## src/hw/rtl/lmcfw_pkg.sv

```systemverilog
// ----------------------------------------------------------------------------
// lmcfw_pkg
// Shared types and constants for the cascaded LED matrix frame writer.
// ----------------------------------------------------------------------------
package lmcfw_pkg;

  localparam int unsigned MAX_DEVICES_DEF = 8;

  localparam int unsigned IN_TDATA_W  = 24;
  localparam int unsigned OUT_TDATA_W = 24;

  localparam logic [3:0] COUNT_RESET   = 4'd8;
  localparam logic [7:0] OPC_SHUTDOWN  = 8'd12;
  localparam logic [7:0] OPC_SCANLIMIT = 8'd11;
  localparam logic [7:0] OPC_INTENSITY = 8'd10;
  localparam logic [7:0] LEFT_BIT      = 8'b1000_0000;
  localparam logic [7:0] ONE_BIT       = 8'h01;

  typedef enum logic [2:0] {
    FN_RAW       = 3'd0,
    FN_SET_LED   = 3'd1,
    FN_SET_ROW   = 3'd2,
    FN_SET_COL   = 3'd3,
    FN_CLEAR     = 3'd4,
    FN_SHUTDOWN  = 3'd5,
    FN_SCANLIMIT = 3'd6,
    FN_INTENSITY = 3'd7
  } func_e;

  typedef struct packed {
    logic load;     // latch command at input beat
    logic rd;       // read shadow row
    logic upd;      // update shadow, build frame word
    logic emit;     // load next word into output register
    logic row_inc;  // advance to next row of the command
  } ctrl_cmd_t;

  typedef struct packed {
    logic drop;      // incoming command gives no output
    logic multi;     // command spans eight frames
    logic row_last;  // current row is row 7
    logic pos_zero;  // current word is for device 0
    logic out_free;  // output register can take a word
  } dp_status_t;

endpackage

```

## src/hw/rtl/lmcfw_ram.sv

```systemverilog
// ----------------------------------------------------------------------------
// lmcfw_ram
// Generic single-port RAM, one write or read per cycle, registered read data.
// ----------------------------------------------------------------------------
module lmcfw_ram #(
  parameter int unsigned WIDTH = 8,
  parameter int unsigned DEPTH = 64
) (
  input  logic                     clk_i,
  input  logic                     we_i,
  input  logic                     re_i,
  input  logic [$clog2(DEPTH)-1:0] addr_i,
  input  logic [WIDTH-1:0]         wdata_i,
  output logic [WIDTH-1:0]         rdata_o
);

  logic [WIDTH-1:0] mem_q [DEPTH];
  logic [WIDTH-1:0] rdata_q;

  always_ff @(posedge clk_i) begin
    if (we_i) begin
      mem_q[addr_i] <= wdata_i;
    end
    if (re_i) begin
      rdata_q <= mem_q[addr_i];
    end
  end

  assign rdata_o = rdata_q;

endmodule

```

## src/hw/rtl/lmcfw_datapath.sv

```systemverilog
// ----------------------------------------------------------------------------
// lmcfw_datapath
// Command registers, shadow image, frame word build and output register.
// ----------------------------------------------------------------------------
module lmcfw_datapath #(
  parameter int unsigned MAX_DEVICES = lmcfw_pkg::MAX_DEVICES_DEF
) (
  input  logic                                clk_i,
  input  logic                                rst_ni,
  input  lmcfw_pkg::ctrl_cmd_t                cmd_i,
  output lmcfw_pkg::dp_status_t               status_o,
  input  logic                                cfg_valid_i,
  input  logic [3:0]                          cfg_data_i,
  input  logic [lmcfw_pkg::IN_TDATA_W-1:0]    in_tdata_i,
  input  logic [2:0]                          in_tuser_i,
  input  logic                                m_axis_tready,
  output logic                                m_axis_tvalid,
  output logic [lmcfw_pkg::OUT_TDATA_W-1:0]   m_axis_tdata,
  output logic                                m_axis_tlast,
  output logic                                m_axis_tuser
);

  import lmcfw_pkg::*;

  localparam int unsigned DEPTH = MAX_DEVICES * 8;
  localparam int unsigned AW    = $clog2(DEPTH);
  localparam logic [3:0]  MaxCnt = 4'(MAX_DEVICES);

  logic [3:0] count_q;
  logic [3:0] used_cnt;
  logic       in_drop;

  func_e      func_q;
  logic [2:0] dev_q, col_q, rowcnt_q, pos_q;
  logic [3:0] opc_q;
  logic [7:0] val_q;
  logic [15:0] word_q;

  logic [DEPTH-1:0] valid_q;
  logic             valid_rd_q;
  logic [5:0]       addr_full;
  logic [AW-1:0]    addr;
  logic [7:0]       rdata, old_row, new_row, mask, frm_opc, frm_data;
  logic             bit_on, wr_en;

  func_e      in_func;
  logic [2:0] in_dev, in_row, in_col;
  logic [3:0] in_opc;
  logic [7:0] in_val;

  logic             out_valid_q, out_last_q, out_cmd_last_q;
  logic [OUT_TDATA_W-1:0] out_data_q;

  assign in_func = func_e'(in_tuser_i);
  assign in_dev  = in_tdata_i[2:0];
  assign in_row  = in_tdata_i[5:3];
  assign in_col  = in_tdata_i[8:6];
  assign in_opc  = in_tdata_i[12:9];
  assign in_val  = in_tdata_i[20:13];

  always_ff @(posedge clk_i or negedge rst_ni) begin
    if (!rst_ni) begin
      count_q <= COUNT_RESET;
    end else if (cfg_valid_i) begin
      count_q <= cfg_data_i;
    end
  end

  assign used_cnt = (count_q == 4'd0 || count_q > MaxCnt) ? MaxCnt : count_q;

  always_comb begin
    in_drop = ({1'b0, in_dev} >= used_cnt);
    if (in_func == FN_SCANLIMIT && in_val > 8'd7) begin
      in_drop = 1'b1;
    end
    if (in_func == FN_INTENSITY && in_val > 8'd15) begin
      in_drop = 1'b1;
    end
  end

  assign status_o.drop     = in_drop;
  assign status_o.multi    = (func_q == FN_SET_COL) || (func_q == FN_CLEAR);
  assign status_o.row_last = (rowcnt_q == 3'd7);
  assign status_o.pos_zero = (pos_q == 3'd0);
  assign status_o.out_free = !out_valid_q || m_axis_tready;

  always_ff @(posedge clk_i) begin
    if (cmd_i.load) begin
      func_q <= in_func;
      dev_q  <= in_dev;
      col_q  <= in_col;
      opc_q  <= in_opc;
      val_q  <= in_val;
    end
  end

  always_ff @(posedge clk_i or negedge rst_ni) begin
    if (!rst_ni) begin
      rowcnt_q <= 3'd0;
    end else if (cmd_i.load) begin
      rowcnt_q <= (in_func == FN_SET_COL || in_func == FN_CLEAR) ? 3'd0 : in_row;
    end else if (cmd_i.row_inc) begin
      rowcnt_q <= rowcnt_q + 3'd1;
    end
  end

  assign addr_full = {dev_q, rowcnt_q};
  assign addr      = addr_full[AW-1:0];

  // shadow rows; a never-written row reads as zero through its valid bit
  lmcfw_ram #(
    .WIDTH(8),
    .DEPTH(DEPTH)
  ) u_shadow (
    .clk_i  (clk_i),
    .we_i   (wr_en),
    .re_i   (cmd_i.rd),
    .addr_i (addr),
    .wdata_i(new_row),
    .rdata_o(rdata)
  );

  always_ff @(posedge clk_i or negedge rst_ni) begin
    if (!rst_ni) begin
      valid_q    <= '0;
      valid_rd_q <= 1'b0;
    end else begin
      if (cmd_i.rd) begin
        valid_rd_q <= valid_q[addr];
      end
      if (wr_en) begin
        valid_q[addr] <= 1'b1;
      end
    end
  end

  assign old_row = valid_rd_q ? rdata : 8'h00;
  assign mask    = LEFT_BIT >> col_q;
  assign bit_on  = (func_q == FN_SET_COL) ? val_q[~rowcnt_q] : |(val_q & ONE_BIT);

  always_comb begin
    wr_en    = 1'b0;
    new_row  = old_row;
    frm_opc  = {5'd0, rowcnt_q} + 8'd1;
    frm_data = val_q;
    case (func_q)
      FN_RAW: begin
        frm_opc = {4'd0, opc_q};
      end
      FN_SET_LED, FN_SET_COL: begin
        new_row  = bit_on ? (old_row | mask) : (old_row & ~mask);
        wr_en    = cmd_i.upd;
        frm_data = new_row;
      end
      FN_SET_ROW: begin
        new_row  = val_q;
        wr_en    = cmd_i.upd;
        frm_data = new_row;
      end
      FN_CLEAR: begin
        new_row  = 8'h00;
        wr_en    = cmd_i.upd;
        frm_data = new_row;
      end
      FN_SHUTDOWN: begin
        frm_opc  = OPC_SHUTDOWN;
        frm_data = (val_q != 8'd0) ? 8'd0 : 8'd1;
      end
      FN_SCANLIMIT: begin
        frm_opc = OPC_SCANLIMIT;
      end
      FN_INTENSITY: begin
        frm_opc = OPC_INTENSITY;
      end
      default: begin
        frm_opc = {4'd0, opc_q};
      end
    endcase
  end

  always_ff @(posedge clk_i) begin
    if (cmd_i.upd) begin
      word_q <= {frm_opc, frm_data};
    end
  end

  always_ff @(posedge clk_i or negedge rst_ni) begin
    if (!rst_ni) begin
      pos_q <= 3'd0;
    end else if (cmd_i.upd) begin
      pos_q <= 3'(used_cnt - 4'd1);
    end else if (cmd_i.emit) begin
      pos_q <= pos_q - 3'd1;
    end
  end

  always_ff @(posedge clk_i or negedge rst_ni) begin
    if (!rst_ni) begin
      out_valid_q <= 1'b0;
    end else if (cmd_i.emit) begin
      out_valid_q <= 1'b1;
    end else if (m_axis_tready) begin
      out_valid_q <= 1'b0;
    end
  end

  always_ff @(posedge clk_i) begin
    if (cmd_i.emit) begin
      out_data_q     <= {5'd0, pos_q, (pos_q == dev_q) ? word_q : 16'h0000};
      out_last_q     <= status_o.pos_zero;
      out_cmd_last_q <= status_o.pos_zero && (!status_o.multi || status_o.row_last);
    end
  end

  assign m_axis_tvalid = out_valid_q;
  assign m_axis_tdata  = out_data_q;
  assign m_axis_tlast  = out_last_q;
  assign m_axis_tuser  = out_cmd_last_q;

endmodule

```

## src/hw/rtl/lmcfw_ctrl.sv

```systemverilog
// ----------------------------------------------------------------------------
// lmcfw_ctrl
// Sequencer: command accept, shadow read/update and word emission per frame.
// ----------------------------------------------------------------------------
module lmcfw_ctrl (
  input  logic                   clk_i,
  input  logic                   rst_ni,
  input  logic                   in_valid_i,
  output logic                   in_ready_o,
  input  lmcfw_pkg::dp_status_t  status_i,
  output lmcfw_pkg::ctrl_cmd_t   cmd_o
);

  import lmcfw_pkg::*;

  typedef enum logic [3:0] {
    S_IDLE = 4'b0001,
    S_READ = 4'b0010,
    S_CALC = 4'b0100,
    S_EMIT = 4'b1000
  } state_e;

  state_e state_q, state_d;

  always_comb begin
    state_d       = state_q;
    cmd_o         = '0;
    in_ready_o    = 1'b0;
    case (state_q)
      S_IDLE: begin
        in_ready_o = 1'b1;
        if (in_valid_i && !status_i.drop) begin
          cmd_o.load = 1'b1;
          state_d    = S_READ;
        end
      end
      S_READ: begin
        cmd_o.rd = 1'b1;
        state_d  = S_CALC;
      end
      S_CALC: begin
        cmd_o.upd = 1'b1;
        state_d   = S_EMIT;
      end
      S_EMIT: begin
        if (status_i.out_free) begin
          cmd_o.emit = 1'b1;
          if (status_i.pos_zero) begin
            if (status_i.multi && !status_i.row_last) begin
              cmd_o.row_inc = 1'b1;
              state_d       = S_READ;
            end else begin
              state_d = S_IDLE;
            end
          end
        end
      end
      default: begin
        state_d = S_IDLE;
      end
    endcase
  end

  always_ff @(posedge clk_i or negedge rst_ni) begin
    if (!rst_ni) begin
      state_q <= S_IDLE;
    end else begin
      state_q <= state_d;
    end
  end

endmodule

```

## src/hw/rtl/led_matrix_cascade_frame_writer.sv

```systemverilog
// ----------------------------------------------------------------------------
// led_matrix_cascade_frame_writer: chain frame writer with row shadow image.
// Per frame: shadow read, update, one word per device at one per cycle while
// the output is free; input is held until the last word (eight frames for set
// column and clear, else one); a dropped command is accepted with no output.
// Reset: device_count 8, shadow reads zero at once via per-row valid bits.
// ----------------------------------------------------------------------------
module led_matrix_cascade_frame_writer #(
  parameter int unsigned MAX_DEVICES = lmcfw_pkg::MAX_DEVICES_DEF
) (
  input  logic                               clk_i,
  input  logic                               rst_ni,
  input  logic                               cfg_valid_i,
  output logic                               cfg_ready_o,
  input  logic [3:0]                         cfg_data_i,      // device_count
  input  logic                               s_axis_tvalid,
  output logic                               s_axis_tready,
  // device[2:0] row[5:3] column[8:6] opcode[12:9] value[20:13], zero fill
  input  logic [lmcfw_pkg::IN_TDATA_W-1:0]   s_axis_tdata,
  input  logic [2:0]                         s_axis_tuser,    // func[2:0]
  output logic                               m_axis_tvalid,
  input  logic                               m_axis_tready,
  // frame_word[15:0] chain_position[18:16], zero fill
  output logic [lmcfw_pkg::OUT_TDATA_W-1:0]  m_axis_tdata,
  output logic                               m_axis_tlast,    // end_of_frame
  output logic                               m_axis_tuser     // last
);

  import lmcfw_pkg::*;

  ctrl_cmd_t  cmd;
  dp_status_t status;
  logic       in_ready;

  assign cfg_ready_o   = 1'b1;
  assign s_axis_tready = in_ready;

  lmcfw_ctrl u_ctrl (
    .clk_i     (clk_i),
    .rst_ni    (rst_ni),
    .in_valid_i(s_axis_tvalid),
    .in_ready_o(in_ready),
    .status_i  (status),
    .cmd_o     (cmd)
  );

  lmcfw_datapath #(
    .MAX_DEVICES(MAX_DEVICES)
  ) u_datapath (
    .clk_i        (clk_i),
    .rst_ni       (rst_ni),
    .cmd_i        (cmd),
    .status_o     (status),
    .cfg_valid_i  (cfg_valid_i),
    .cfg_data_i   (cfg_data_i),
    .in_tdata_i   (s_axis_tdata),
    .in_tuser_i   (s_axis_tuser),
    .m_axis_tready(m_axis_tready),
    .m_axis_tvalid(m_axis_tvalid),
    .m_axis_tdata (m_axis_tdata),
    .m_axis_tlast (m_axis_tlast),
    .m_axis_tuser (m_axis_tuser)
  );

endmodule
```

## config.mk

```make
export PLATFORM = sky130hd
export DESIGN_NAME = led_matrix_cascade_frame_writer
export DESIGN_NICKNAME = d
export VERILOG_FILES = /design/src/hw/rtl/lmcfw_pkg.sv /design/src/hw/rtl/lmcfw_ram.sv /design/src/hw/rtl/lmcfw_datapath.sv /design/src/hw/rtl/lmcfw_ctrl.sv /design/src/hw/rtl/led_matrix_cascade_frame_writer.sv
export SDC_FILE = /design/constraint.sdc
export NUM_CORES = 1
export LEC_CHECK = 0
export BUFFER_PORTS_ARGS = -buffer_cell sky130_fd_sc_hd__clkbuf_2
export CAP_MARGIN = 0
export CORE_MARGIN = 2
export CORE_UTILIZATION = 62
export CTS_CLUSTER_DIAMETER = 150
export DETAILED_ROUTE_END_ITERATION = 8
export PLACE_DENSITY = 0.79
export SYNTH_ARGS = -nofsm -noshare
export SYNTH_HDL_FRONTEND = slang
export SYNTH_SLANG_ARGS = --single-unit
export TNS_END_PERCENT = 5
```

## constraint.sdc

```tcl
create_clock -name clk_i -period 5 [get_ports clk_i]
set_input_delay 1.5 -clock clk_i [delete_from_list [all_inputs] [get_ports clk_i]]
set_output_delay 1.5 -clock clk_i [all_outputs]
set_load 0.1 [all_outputs]
```

==> impl_metrics.toml, run 1 <==
[clock_tree]
cts_resized = 0
cts_hold_buf = 0
cts_tree = "done"
root_buffer = "clkbuf_16"
cts_num_sinks = 650
cts_buffers = 66
h-tree-depth = 3
clk_pin_slew_ns = 0.06
cts_max_path_buffers = 3
clk_latency_ns = 0.60
postCtsSetupBuffers = 0

[global_route]
grt_pass1_vias = 15636
grt_max_degree = 65
antenna_found_initial = 1
grt_overflow = 0
grt_first_pass_wirelength_um = 98400
grtUsageTotal = 0.308

[power_and_ir_drop]
p_seq_frac = 0.426
ir_worst_vdd_mv = 0.333
report.power.total_mw = 15.7
p_sw_mw = 5.18
combPwrFrac = 0.271
intPower_mw = 10.5
powerDensity_nw_per_um2 = 534
switching_share = 0.330
leakage_nw = 10.4
pwr-share-clk = 0.303

[logic_synthesis]
ys_seq_area_frac = 0.732
synth.distinct_cells = 66
netlist_top_cells_area = "edfxtp_1 (66%), dfrtp_1 (7.5%), mux4_2 (3.5%)"
synth_warnings = 0
async_flop_share = 0.123
syn_avg_cell_area_um2 = 16.0
synth_top_cell_by_area = "edfxtp_1"
synth_edf_count = 570
netlist_area_um2 = 26100
synth_flop_cell = "edfxtp_1"
syn_inst = 1633
yosys_register_bits = 650
synthDominantCellAreaShare = 0.656

[setup_path]
startpoint_type = "flop"
cp_max_fo = 46
crit_arrival_ns = 4.17
crit_family = "compound AO/OA/AOI/OAI gates"
slowest_delay_ns = 0.93
r2r_cells = 6
critical_path_required_ns = 5.43
path_cells = "inv_2 > mux2i_1 > o21ai_1 > a31oi_1 > a31oi_4 > buf_4"
r2r_end = "u_datapath.u_shadow.mem_q[41][2]"
critPathSlowestCell = "a31oi_4"
crit_type = "reg2reg"
r2r_slack_ns = 1.26
timing.rr.start = "u_datapath.rowcnt_q[0]"
end_kind = "flop"
worst-path-buf-inv = 2

[detailed_routing]
ant_nets = 0
drt_wl_total_um = 66500
firstDrtPassIters = 6
via_per_inst = 6.82
drc_errors = 0
via_count = 15949
wl_per_cell_um = 28.5
drt_iter0_drc = 2637

[floorplan]
placeableCoreArea_um2 = 41800
initial_core_util = 0.625
die_h_um = 209
num_io_pins = 65
die-area_um2 = 43800
num_rows = 75
fp.dieW_um = 209

[cells_and_area]
final_common_cell = "edfxtp_1"
num_antenna_cells = 0
utilization = 0.705
mostFrequentLayoutCells = "edfxtp_1 (570), nor2_1 (127), nand2_1 (103), buf_4 (79), dfrtp_1 (75)"
multi_input_area_um2 = 6590
regArea_um2 = 19100
stdcell_area_um2 = 29400
stdcell_count = 2337
synthToLayoutAreaGrowth_pct = 12.7
nFillCells = 2555
drive_above_1_share = 0.231
fin_nets = 1786

[timing]
worst_pin_slew_ns = 1.17
max_freq_mhz = 268
slew_headroom = 0.218
tns_ns = 0
fin_skew_ns = 0.0222
drv_slew = 0
timing.final.crit_period_ns = 3.74
period_share = 0.748
rsz0062_at_grt = "no"
timing.final.ws_setup_ns = 1.26
timing.hold.ws_ns = 0.460
setup_viol = 0
hold_violations = 0

[placed_design]
placed_cells = 2215
routabilityCongestion = 0.985
dp_hpwl_um = 40000
post-place-ws_ns = 1.17
postPlaceCellArea_um2 = 27400
io_buffer_count = 51

[min_path]
min_to = "u_datapath.valid_q[4]"
hold_path.class = "reg2reg"
hold_depth = 1
hold_start = "u_datapath.valid_q[4]"

[run]
cap_violations = 0

[run_status]
status = "complete, no violations"
-- how the worst max path moves through the flow --
stage / cells after the start / to / from / slack, ns
4_1_cts: 6 / u_datapath.u_shadow.mem_q[44][2] / u_datapath.rowcnt_q[0] / 1.29
2_1_floorplan: 8 / u_datapath.u_shadow.mem_q[0][2] / u_datapath.rowcnt_q[2] / 0.77
3_5_place_dp: 6 / u_datapath.val_q[6] / s_axis_tdata[20] / 1.17
5_1_grt: 6 / u_datapath.u_shadow.mem_q[7][2] / u_datapath.func_q[2] / 1.07
3_3_place_gp: 6 / u_datapath.col_q[0] / s_axis_tdata[20] / 1.14
6_report: 6 / u_datapath.u_shadow.mem_q[41][2] / u_datapath.rowcnt_q[0] / 1.26
-- power groups by stage --
stage                     clock (mW)  sequential [mW]  combinational, mW
after floorplan                    0             6.58               2.80
after global placement             0             6.80               4.01
after detailed placement           0             6.80               4.10
after CTS                       4.78             6.69               4.14
after global routing            4.99             6.72               4.41
final                           4.76             6.70               4.25
-- Yosys cell counts (4+ instances only) --
| cell type | instances |
|---|---|
| edfxtp_1 | 570 |
| nor2_1 | 128 |
| nand2_1 | 103 |
| dfrtp_1 | 78 |
| a221oi_1 | 67 |
| mux2_2 | 66 |
| a21oi_1 | 59 |
| or2_2 | 56 |
| mux2i_1 | 47 |
| a22oi_1 | 44 |
| mux4_2 | 41 |
| o21ai_0 | 41 |
| buf_2 | 33 |
| clkbuf_1 | 28 |
| buf_4 | 27 |
| o22ai_1 | 22 |
| a31oi_1 | 21 |
| and2_1 | 18 |
| nor2b_1 | 15 |
| nor3_1 | 14 |
| a221o_1 | 11 |
| or2_1 | 11 |
| inv_1 | 10 |
| nand3_1 | 10 |
| a22o_1 | 8 |
| and3_1 | 6 |
| buf_1 | 6 |
| ha_1 | 6 |
| nand2b_1 | 6 |
| nand4_1 | 6 |
| o211ai_1 | 5 |
| o22a_1 | 5 |
| buf_6 | 4 |
| o2bb2ai_1 | 4 |
| xnor2_1 | 4 |
| xor2_1 | 4 |
-- per-layer routing --
layer / part of all wire / wire (um) / track usage
met1: 0.36 / 24100 / 0.415
met5: 0.00020 / 13 / 0
met4: 0.055 / 3690 / 0.152
met3: 0.11 / 7610 / 0.0688
met2: 0.47 / 31100 / 0.482
-- registers in the layout (all words and copies together) (netlist names) --
name / cells
u_datapath.func_q: 3
u_datapath.valid_rd_q: 1
u_datapath.m_axis_tlast: 1
u_datapath.opc_q: 4
u_datapath.u_shadow.mem_q: 512
u_datapath.m_axis_tuser: 1
u_datapath.valid_q: 64
u_datapath.m_axis_tdata: 15
u_datapath.m_axis_tvalid: 1
u_datapath.col_q: 3
u_datapath.rowcnt_q: 3
u_datapath.count_q: 4
u_datapath.u_shadow.rdata_o: 8
u_datapath.word_q: 12
u_datapath.dev_q: 3
u_datapath.val_q: 8
u_ctrl.state_q: 4
u_datapath.pos_q: 3
-- area by class of cell --
class                           count  share of cell area
Timing Repair Buffer              133              0.0314
Sequential cell                   650               0.650
Multi-Input combinational cell    882               0.224
Tap cell                          539              0.0229
Clock buffer                       93              0.0619
Inverter                           11             0.00140
Clock inverter                     29             0.00846
-- worst reg2reg max path: stages (launching register included) --
cell and delay, ns:
dfrtp_4 0.86, inv_2 0.43, mux2i_1 0.23, o21ai_1 0.48, a31oi_1 0.28, a31oi_4 0.93, buf_4 0.38
-- logic make-up (layout without fill, tap and decap cells) --
kind of cell               after synthesis  count (layout)  share of synthesized area
muxes                                  159             159                     0.0853
xor gates and xnor gates                 8               8                    0.00268
and+or+nand+nor                        389             389                     0.0705
other                                    2              10                   0.000288
adders and majority gates                6               6                    0.00288
AOI/OAI and AO/OA                      310             310                     0.0837
DFF                                    650             650                      0.732
buffers and inverters                  109             266                     0.0223
No activity file was read; power rests on OpenSTA's default activity.
==> run 2, diff against run 1 <==
CORE_UTILIZATION = 56   (was 62)
PLACE_DENSITY = 0.75   (was 0.79)
clock period = 3.1 ns   (was 5 ns; I/O delays follow)
==> impl_metrics.toml, run 2 (same netlist as run 1, synthesis figures left out) <==
[clock_tree]
root_buffer = "clkbuf_16"
cts_max_path_buffers = 3
clk_pin_slew_ns = 0.06
cts_num_sinks = 650
cts_tree = "done"
h-tree-depth = 3
cts_buffers = 67
clk_latency_ns = 0.59

[timing]
timing.final.ws_setup_ns = 0.0376
fin_skew_ns = 0.0225
rsz0062_at_grt = "no"
slew_headroom = 0.369
hold_violations = 0
timing.final.crit_period_ns = 3.06
period_share = 0.988
setup_viol = 0
drv_slew = 0
max_freq_mhz = 327
tns_ns = 0
worst_pin_slew_ns = 0.943

[floorplan]
fp.dieW_um = 220
placeableCoreArea_um2 = 46300
num_rows = 79
die-area_um2 = 48400
num_io_pins = 65
initial_core_util = 0.564
die_h_um = 220

[setup_path]
critical_path_required_ns = 3.39
cp_max_fo = 15
startpoint_type = "flop"
end_kind = "flop"
r2r_end = "u_datapath.u_shadow.mem_q[32][3]"
timing.rr.start = "u_datapath.rowcnt_q[0]"
crit_arrival_ns = 3.35
r2r_cells = 7
r2r_slack_ns = 0.04
crit_type = "reg2reg"

[cells_and_area]
fin_nets = 1876
stdcell_area_um2 = 30600
drive_above_1_share = 0.272
synthToLayoutAreaGrowth_pct = 17.2
final_common_cell = "edfxtp_1"
largest_register = "u_datapath.u_shadow.mem_q"
mostFrequentLayoutCells = "edfxtp_1 (570), buf_4 (150), nor2_1 (127), nand2_1 (103), dfrtp_1 (75)"
num_antenna_cells = 0
stdcell_count = 2495
utilization = 0.661
largest_reg_flops = 512

[detailed_routing]
firstDrtPassIters = 8
via_per_inst = 6.47
drc_errors = 0
wl_per_cell_um = 27.5
drt_wl_total_um = 68700
via_count = 16144
drt_iter0_drc = 2319
ant_nets = 0

[power_and_ir_drop]
pwr-share-clk = 0.306
switching_share = 0.321
ir_worst_vdd_mv = 0.521
p_sw_mw = 8.52
leakage_nw = 11.0
powerDensity_nw_per_um2 = 869
p_seq_frac = 0.398
combPwrFrac = 0.295
intPower_mw = 18.0

[run]
cap_violations = 0

[global_route]
grt_busiest_layer = "met2"
grt_overflow = 0
grt_first_pass_wirelength_um = 101000
grtUsageMet2 = 0.450
grt_max_degree = 65
grtUsageTotal = 0.289
antenna_found_initial = 3
met1_usage = 0.390
grt_pass1_vias = 16069
grt_use_met3 = 0.0668

[min_path]
hold_path.class = "in2async"

[run_status]
status = "complete, no violations"

[placed_design]
post-place-ws_ns = 0.0167
postPlaceCellArea_um2 = 28300
placed_cells = 2371
io_buffer_count = 51
dp_hpwl_um = 42100
routabilityCongestion = 0.962
==> run 2: changes by cell type in the layout (fill, tap and decap cells not counted), sizes merged <==
cell,previous run,this run
buf,83,172
clkbuf,143,156
clkinv,20,14
inv,17,11
==> run 2: how the worst max path moves through the flow <==
stage / slack (ns) / endpoint / from
2_1_floorplan: -0.16 / u_datapath.u_shadow.mem_q[0][2] / u_datapath.rowcnt_q[2]
4_1_cts: 0.01 / u_datapath.u_shadow.rdata_o[0] / u_datapath.rowcnt_q[2]
5_1_grt: 0.03 / u_datapath.u_shadow.rdata_o[0] / u_datapath.rowcnt_q[1]
3_5_place_dp: 0.02 / u_datapath.u_shadow.mem_q[42][7] / u_datapath.rowcnt_q[2]
6_report: 0.04 / u_datapath.u_shadow.mem_q[32][3] / u_datapath.rowcnt_q[0]
3_3_place_gp: 0.09 / u_datapath.u_shadow.rdata_o[0] / u_datapath.rowcnt_q[2]
==> run 2: repair_timing <==
| item | in CTS | in global routing |
|---|---|---|
| gates cloned | 0 | 0 |
| gates resized for setup | 2 | 5 |
| hold buffers | 0 | 0 |
| buffers inserted | 0 | 1 |
| setup endpoints to repair | 61 | 67 |
==> run 2: routing by layer <==
layer	wire (um)	vias to the layer above
li1	-	6788
met5	43	-
met4	3070	6
met2	32100	1107
met3	7820	216
met1	25700	8027
==> run 2: layout make-up <==
cell class,instances,area [um^2]
Fill cell,3058,15700
Timing Repair Buffer,222,1790
Tap cell,607,759
Clock inverter,17,159
Multi-Input combinational cell,882,6610
Clock buffer,106,2090
Sequential cell,650,19100
Inverter,11,41.3
==> run 2: power by group through the flow <==
| stage | sequential, mW | clock [mW] | combinational, mW |
|---|---|---|---|
| 2_1_floorplan | 10.6 | 0 | 4.55 |
| 3_3_place_gp | 10.8 | 0 | 7.39 |
| 3_5_place_dp | 10.8 | 0 | 7.52 |
| 4_1_cts | 10.6 | 8.20 | 7.59 |
| 5_1_grt | 10.6 | 8.56 | 8.17 |
| 6_report | 10.6 | 8.14 | 7.85 |
==> run 2: stage by stage <==
stage	hold slack, ns	total power, mW
after CTS	0.344	26.4
after detailed placement	0.448	18.3
final	0.337	26.6
after floorplan	0.427	15.1
after global routing	0.358	27.3
after global placement	0.442	18.1
==> run 2: worst max-delay path, stage by stage, from the launching register on <==
cell and delay [ns]:
dfrtp_4 0.60, buf_4 0.24, nor2_2 0.66, buf_4 0.24, nand2_1 0.30, buf_4 0.29
nor2_1 0.21, buf_4 0.20
